--- src/hw/rtl/keyframe_pose_interpolator_unit_defines.svh ---
// Assertion helpers for the keyframe pose interpolator.
`ifndef KEYFRAME_POSE_INTERPOLATOR_UNIT_DEFINES_SVH
`define KEYFRAME_POSE_INTERPOLATOR_UNIT_DEFINES_SVH

// Same-cycle implication, held off during reset.
`define KPI_ASSERT_NOW(lbl, ante, cons, msg) \
	lbl: assert property (@(posedge clk) disable iff (!arst_n) (ante) |-> (cons)) \
		else $error(msg);

// Next-cycle implication, held off during reset.
`define KPI_ASSERT_NEXT(lbl, ante, cons, msg) \
	lbl: assert property (@(posedge clk) disable iff (!arst_n) (ante) |=> (cons)) \
		else $error(msg);

`endif

--- src/hw/rtl/kpi_pkg.sv ---
`default_nettype none
package kpi_pkg;
	localparam int VAL_W  = 32;
	localparam int FRAC_W = 26;
	localparam int FL_W   = 10;
	localparam int ROW_W  = 3 * VAL_W;

	localparam logic [2:0] MODE_TICK  = 3'd0;
	localparam logic [2:0] MODE_COUNT = 3'd1;
	localparam logic [2:0] MODE_FRAME = 3'd2;
	localparam logic [2:0] MODE_POS   = 3'd3;
	localparam logic [2:0] MODE_ROT   = 3'd4;

	localparam logic REG_MOTION_SEL = 1'b0;

	typedef enum logic [2:0] {
		ST_IDLE,
		ST_FRAME,
		ST_DIV,
		ST_MUL,
		ST_DONE
	} kpi_state_t;

	typedef struct packed {
		logic                  start;
		logic [FL_W-1:0]       counter;
		logic [FL_W-1:0]       divisor;
	} kpi_div_req_t;
endpackage
`default_nettype wire

--- src/hw/rtl/kpi_div.sv ---
`default_nettype none
module kpi_div (
	input  wire logic                        clk,
	input  wire logic                        arst_n,
	input  wire kpi_pkg::kpi_div_req_t       req,
	output logic                             done,
	output logic [kpi_pkg::FRAC_W-1:0]       quot
);
	// restoring division of counter*65536 by the frame length, one bit a cycle
	logic [kpi_pkg::FRAC_W-1:0] dvd_q;
	logic [kpi_pkg::FL_W-1:0]   rem_q;
	logic [kpi_pkg::FL_W-1:0]   dsr_q;
	logic [4:0]                 cnt_q;
	logic                       run_q;
	logic [kpi_pkg::FL_W:0]     rem_sh;
	logic [kpi_pkg::FL_W:0]     rem_sub;
	logic                       ge;

	assign rem_sh  = {rem_q, dvd_q[kpi_pkg::FRAC_W-1]};
	assign ge      = rem_sh >= {1'b0, dsr_q};
	assign rem_sub = rem_sh - {1'b0, dsr_q};

	always_ff @(posedge clk or negedge arst_n) begin
		if (!arst_n) begin
			run_q <= 1'b0;
			cnt_q <= '0;
			done  <= 1'b0;
		end else begin
			done <= 1'b0;
			if (req.start) begin
				run_q <= 1'b1;
				cnt_q <= '0;
			end else if (run_q) begin
				cnt_q <= cnt_q + 5'd1;
				if (cnt_q == 5'(kpi_pkg::FRAC_W - 1)) begin
					run_q <= 1'b0;
					done  <= 1'b1;
				end
			end
		end
	end

	always_ff @(posedge clk) begin
		if (req.start) begin
			dvd_q <= {req.counter, 16'd0};
			rem_q <= '0;
			dsr_q <= req.divisor;
		end else if (run_q) begin
			dvd_q <= {dvd_q[kpi_pkg::FRAC_W-2:0], ge};
			rem_q <= ge ? rem_sub[kpi_pkg::FL_W-1:0] : rem_sh[kpi_pkg::FL_W-1:0];
		end
	end

	assign quot = dvd_q;
endmodule
`default_nettype wire

--- config.mk ---
export PLATFORM = sky130hd
export DESIGN_NAME = kpi_div
export DESIGN_NICKNAME = d
export VERILOG_FILES = /design/src/hw/rtl/keyframe_pose_interpolator_unit_defines.svh /design/src/hw/rtl/kpi_pkg.sv /design/src/hw/rtl/kpi_div.sv
export SDC_FILE = /design/constraint.sdc
export NUM_CORES = 1
export LEC_CHECK = 0
export BUFFER_PORTS_ARGS = -buffer_cell sky130_fd_sc_hd__clkbuf_2
export CORE_UTILIZATION = 55
export DETAILED_ROUTE_END_ITERATION = 7
export GPL_TIMING_DRIVEN = 0
export HOLD_SLACK_MARGIN = 0.02
export PLACE_DENSITY = 0.85
export SLEW_MARGIN = 30
export SYNTH_ARGS = -nofsm -noshare
export SYNTH_HDL_FRONTEND = slang
export SYNTH_SLANG_ARGS = --single-unit
--- constraint.sdc ---
create_clock -name clk -period 3.6 [get_ports clk]
set_clock_uncertainty 0.2 [all_clocks]
set_input_delay 0.54 -clock clk [delete_from_list [all_inputs] [get_ports clk]]
set_output_delay 0.54 -clock clk [all_outputs]
set_load 0.02 [all_outputs]
==> flow_metrics.tcl <==
set metrics [dict create \
    ys_dominant_reg_cell "dfxtp_1" \
    report.final.slew_viol_count 0 \
    clk_pin_slew_ns 0.10 \
    critPathCaptureType "flop" \
    dr_total_vias 2239 \
    synth_simple_gate_area_share_pct 15.2 \
    synth_xor_area_share_pct 2.57 \
    synth_compound_area_share_pct 17.7 \
    yosysSeqAreaShare_pct 47.6 \
    cap_violations 0 \
    slew-limit-headroom_pct 60.2 \
    row_count 25 \
    period_share_pct 71.7 \
    insertedDiodeCount 0 \
    place_inst 380 \
    synth_edf_count 20 \
    syn_area_um2 2720 \
    max_clock_freq_mhz 388 \
    initial_core_util_pct 57.3 \
    worstMarginPinSlew_ns 0.597 \
    stdcell_count 389 \
    synth_cell_types 52 \
    p_leak_nw 1.56 \
    ys_warn_count 0 \
    wl_per_cell_um 15.7 \
    htree_levels 2 \
    vdd_ir_drop_max_v 0.000338 \
    synth_commonest_cells "nor2_1, dfxtp_1, edfxtp_1" \
    path_max_fanout 3 \
    setup_viol_count_final 0 \
    place.port_buffers 49 \
    hpwl_mm 4.51 \
    die_h_um 72.4 \
    overflow 0 \
    synth-async-reset-ratio_pct 13.2 \
    syn_area_per_cell_um2 10.3 \
    layout-drive-gt1-share_pct 22.4 \
    synthMuxAreaShare_pct 5.88 \
    drtIter0Drc 202 \
    synth_most_common_cell "nor2_1" \
    final.min_clock_period_ns 2.58 \
    grt_pass1_wl_mm 10.2 \
    cts_tree "done" \
    grt_pass1_vias 2173 \
    cts.repair.resized 0 \
    boundaryPins 50 \
    core-area_um2 4750 \
    via_per_inst 5.76 \
    synth.area.top_cells "edfxtp_1, dfxtp_1, dfrtp_1" \
    start_kind "flop" \
    utilization_pct 66.7 \
    setup_ws_ns 1.02 \
    gp_congestion 0.884 \
    ant_nets 0 \
    insertion_delay_ns 0.31 \
    routed_wl_mm 6.11 \
    nets 357 \
    hp-class "input port to flop" \
    power.total_mw 1.93 \
    grt_usage_pct 25.4 \
    cts-buffers-inserted 5 \
    grt_max_degree 17 \
    netlist.area_leader.share_pct 22.1 \
    synthAdderAreaFrac_pct 6.25 \
    syn-num-nets 300 \
    post-cts-setup-buffer-count 0 \
    holdBufCountCts 1 \
    syn_to_final_growth_pct 16.5 \
    synth_top_area_cell "edfxtp_1" \
    antenna_found_initial 0 \
    rsz0062_at_grt "no" \
    firstDrtPassIters 4 \
    finalSetupTns_ns 0 \
    ys_ff_latch 53 \
    dieWidth_um 72.4 \
    status "completed" \
    finalHoldViolCount 0 \
    syn-instance-count 264 \
    synth_top_family_by_area "compound AO/OA/AOI/OAI gates" \
    cp.required_ns 3.62 \
    place_ws_ns 0.994 \
    critPathArrivalTime_ns 2.60 \
    clockBufferDepth 2 \
    cts_sinks 53 \
    cts_root_buf "clkbuf_8" \
    timing_worst_setup_path_type "flop to flop" \
    dieArea_um2 5240 \
    power.density_nw_per_um2 608 \
    route.detailed.drc 0 \
]
==> layout by cell type (no fill, tap or decap), types with 3 or more instances in the layout <==
cell type | netlist | final
a211oi_1 | 4 | 4
a22o_1 | 7 | 7
ha_1 | 12 | 12
o31ai_1 | 5 | 5
edfxtp_1 | 20 | 20
and3_1 | 8 | 8
a41oi_1 | 3 | 3
inv_1 | 17 | 17
clkbuf_2 | 0 | 49
nand4_1 | 7 | 7
buf_1 | 4 | 4
nor2_1 | 32 | 32
dfrtp_1 | 7 | 7
a21oi_1 | 3 | 3
nor3b_1 | 3 | 3
mux2i_1 | 16 | 16
xor2_1 | 5 | 5
a21o_1 | 3 | 3
dfxtp_1 | 26 | 26
nand2_1 | 19 | 19
buf_2 | 5 | 5
nand3_1 | 3 | 3
clkbuf_8 | 0 | 5
a311oi_1 | 5 | 5
clkbuf_1 | 5 | 6
xnor2_1 | 3 | 3
o21ai_0 | 8 | 8
==> metrics by stage <==
stage / hold slack (ns) / cell area, um^2
2_1_floorplan: 0.0444 / 2720
3_3_place_gp: 0.182 / 3050
3_5_place_dp: 0.187 / 3050
4_1_cts: 0.198 / 3170
5_1_grt: 0.191 / 3170
6_report: 0.201 / 3170
==> cell families (layout without fill, tap and decap cells) <==
group,count (synthesis),after routing
xor gates and xnor gates,8,8
AOI/OAI and AO/OA,57,57
and+or+nand+nor,85,85
buffers and inverters,32,90
muxes,16,16
adders and majority gates,13,13
DFF,53,53
==> critical path: stages, from the launching register on <==
cell	delay [ns]
edfxtp_1	0.39
inv_1	0.10
ha_1	0.16
inv_1	0.05
fa_1	0.42
a211oi_1	0.35
nor2_1	0.11
o32ai_1	0.41
xor2_1	0.13
o31ai_1	0.19
==> routing by layer <==
| metal | wire length (um) | track usage, % | vias up |
|---|---|---|---|
| li1 | - | - | 1082 |
| met1 | 2680 | 32.9 | 1070 |
| met2 | 2960 | 41.1 | 70 |
| met3 | 320 | 5.14 | 17 |
| met4 | 144 | 11.8 | 0 |
| met5 | 0 | 0 | - |
==> state kept, by name (all words and copies together), names as in the netlist <==
signal and cells:
rem_q 10, dsr_q 10, quot 26, run_q 1, done 1, cnt_q 5
==> final timing paths <==
path | start | end | slack, ns | depth (start not counted)
max | quot[25] | rem_q[8] | 1.02 | 9
min | req[0] | dsr_q[0] | 0.20 | 1
max reg2reg | quot[25] | rem_q[8] | 1.02 | 9
min reg2reg | quot[0] | quot[0] | 0.32 | 2
max in group asynchronous | arst_n | run_q | 2.62 | 2
min in group asynchronous | arst_n | cnt_q[2] | 0.40 | 2
==> power by group <==
group	internal, mW	switching, mW	total, mW	leakage (nW)
combinational	0.307	0.442	0.749	0.997
sequential	0.704	0.0720	0.776	0.509
clock	0.209	0.196	0.405	0.0554
==> layout make-up <==
class	count	area (um^2)
buffer	15	66.3
tap	67	83.8
sequential	53	1300
timing repair buffer	50	255
fill	386	1580
multi-input combinational	179	1300
clock buffer	6	72.6
clock inverter	2	38.8
inverter	17	63.8
(Power assumes the default switching activity.)
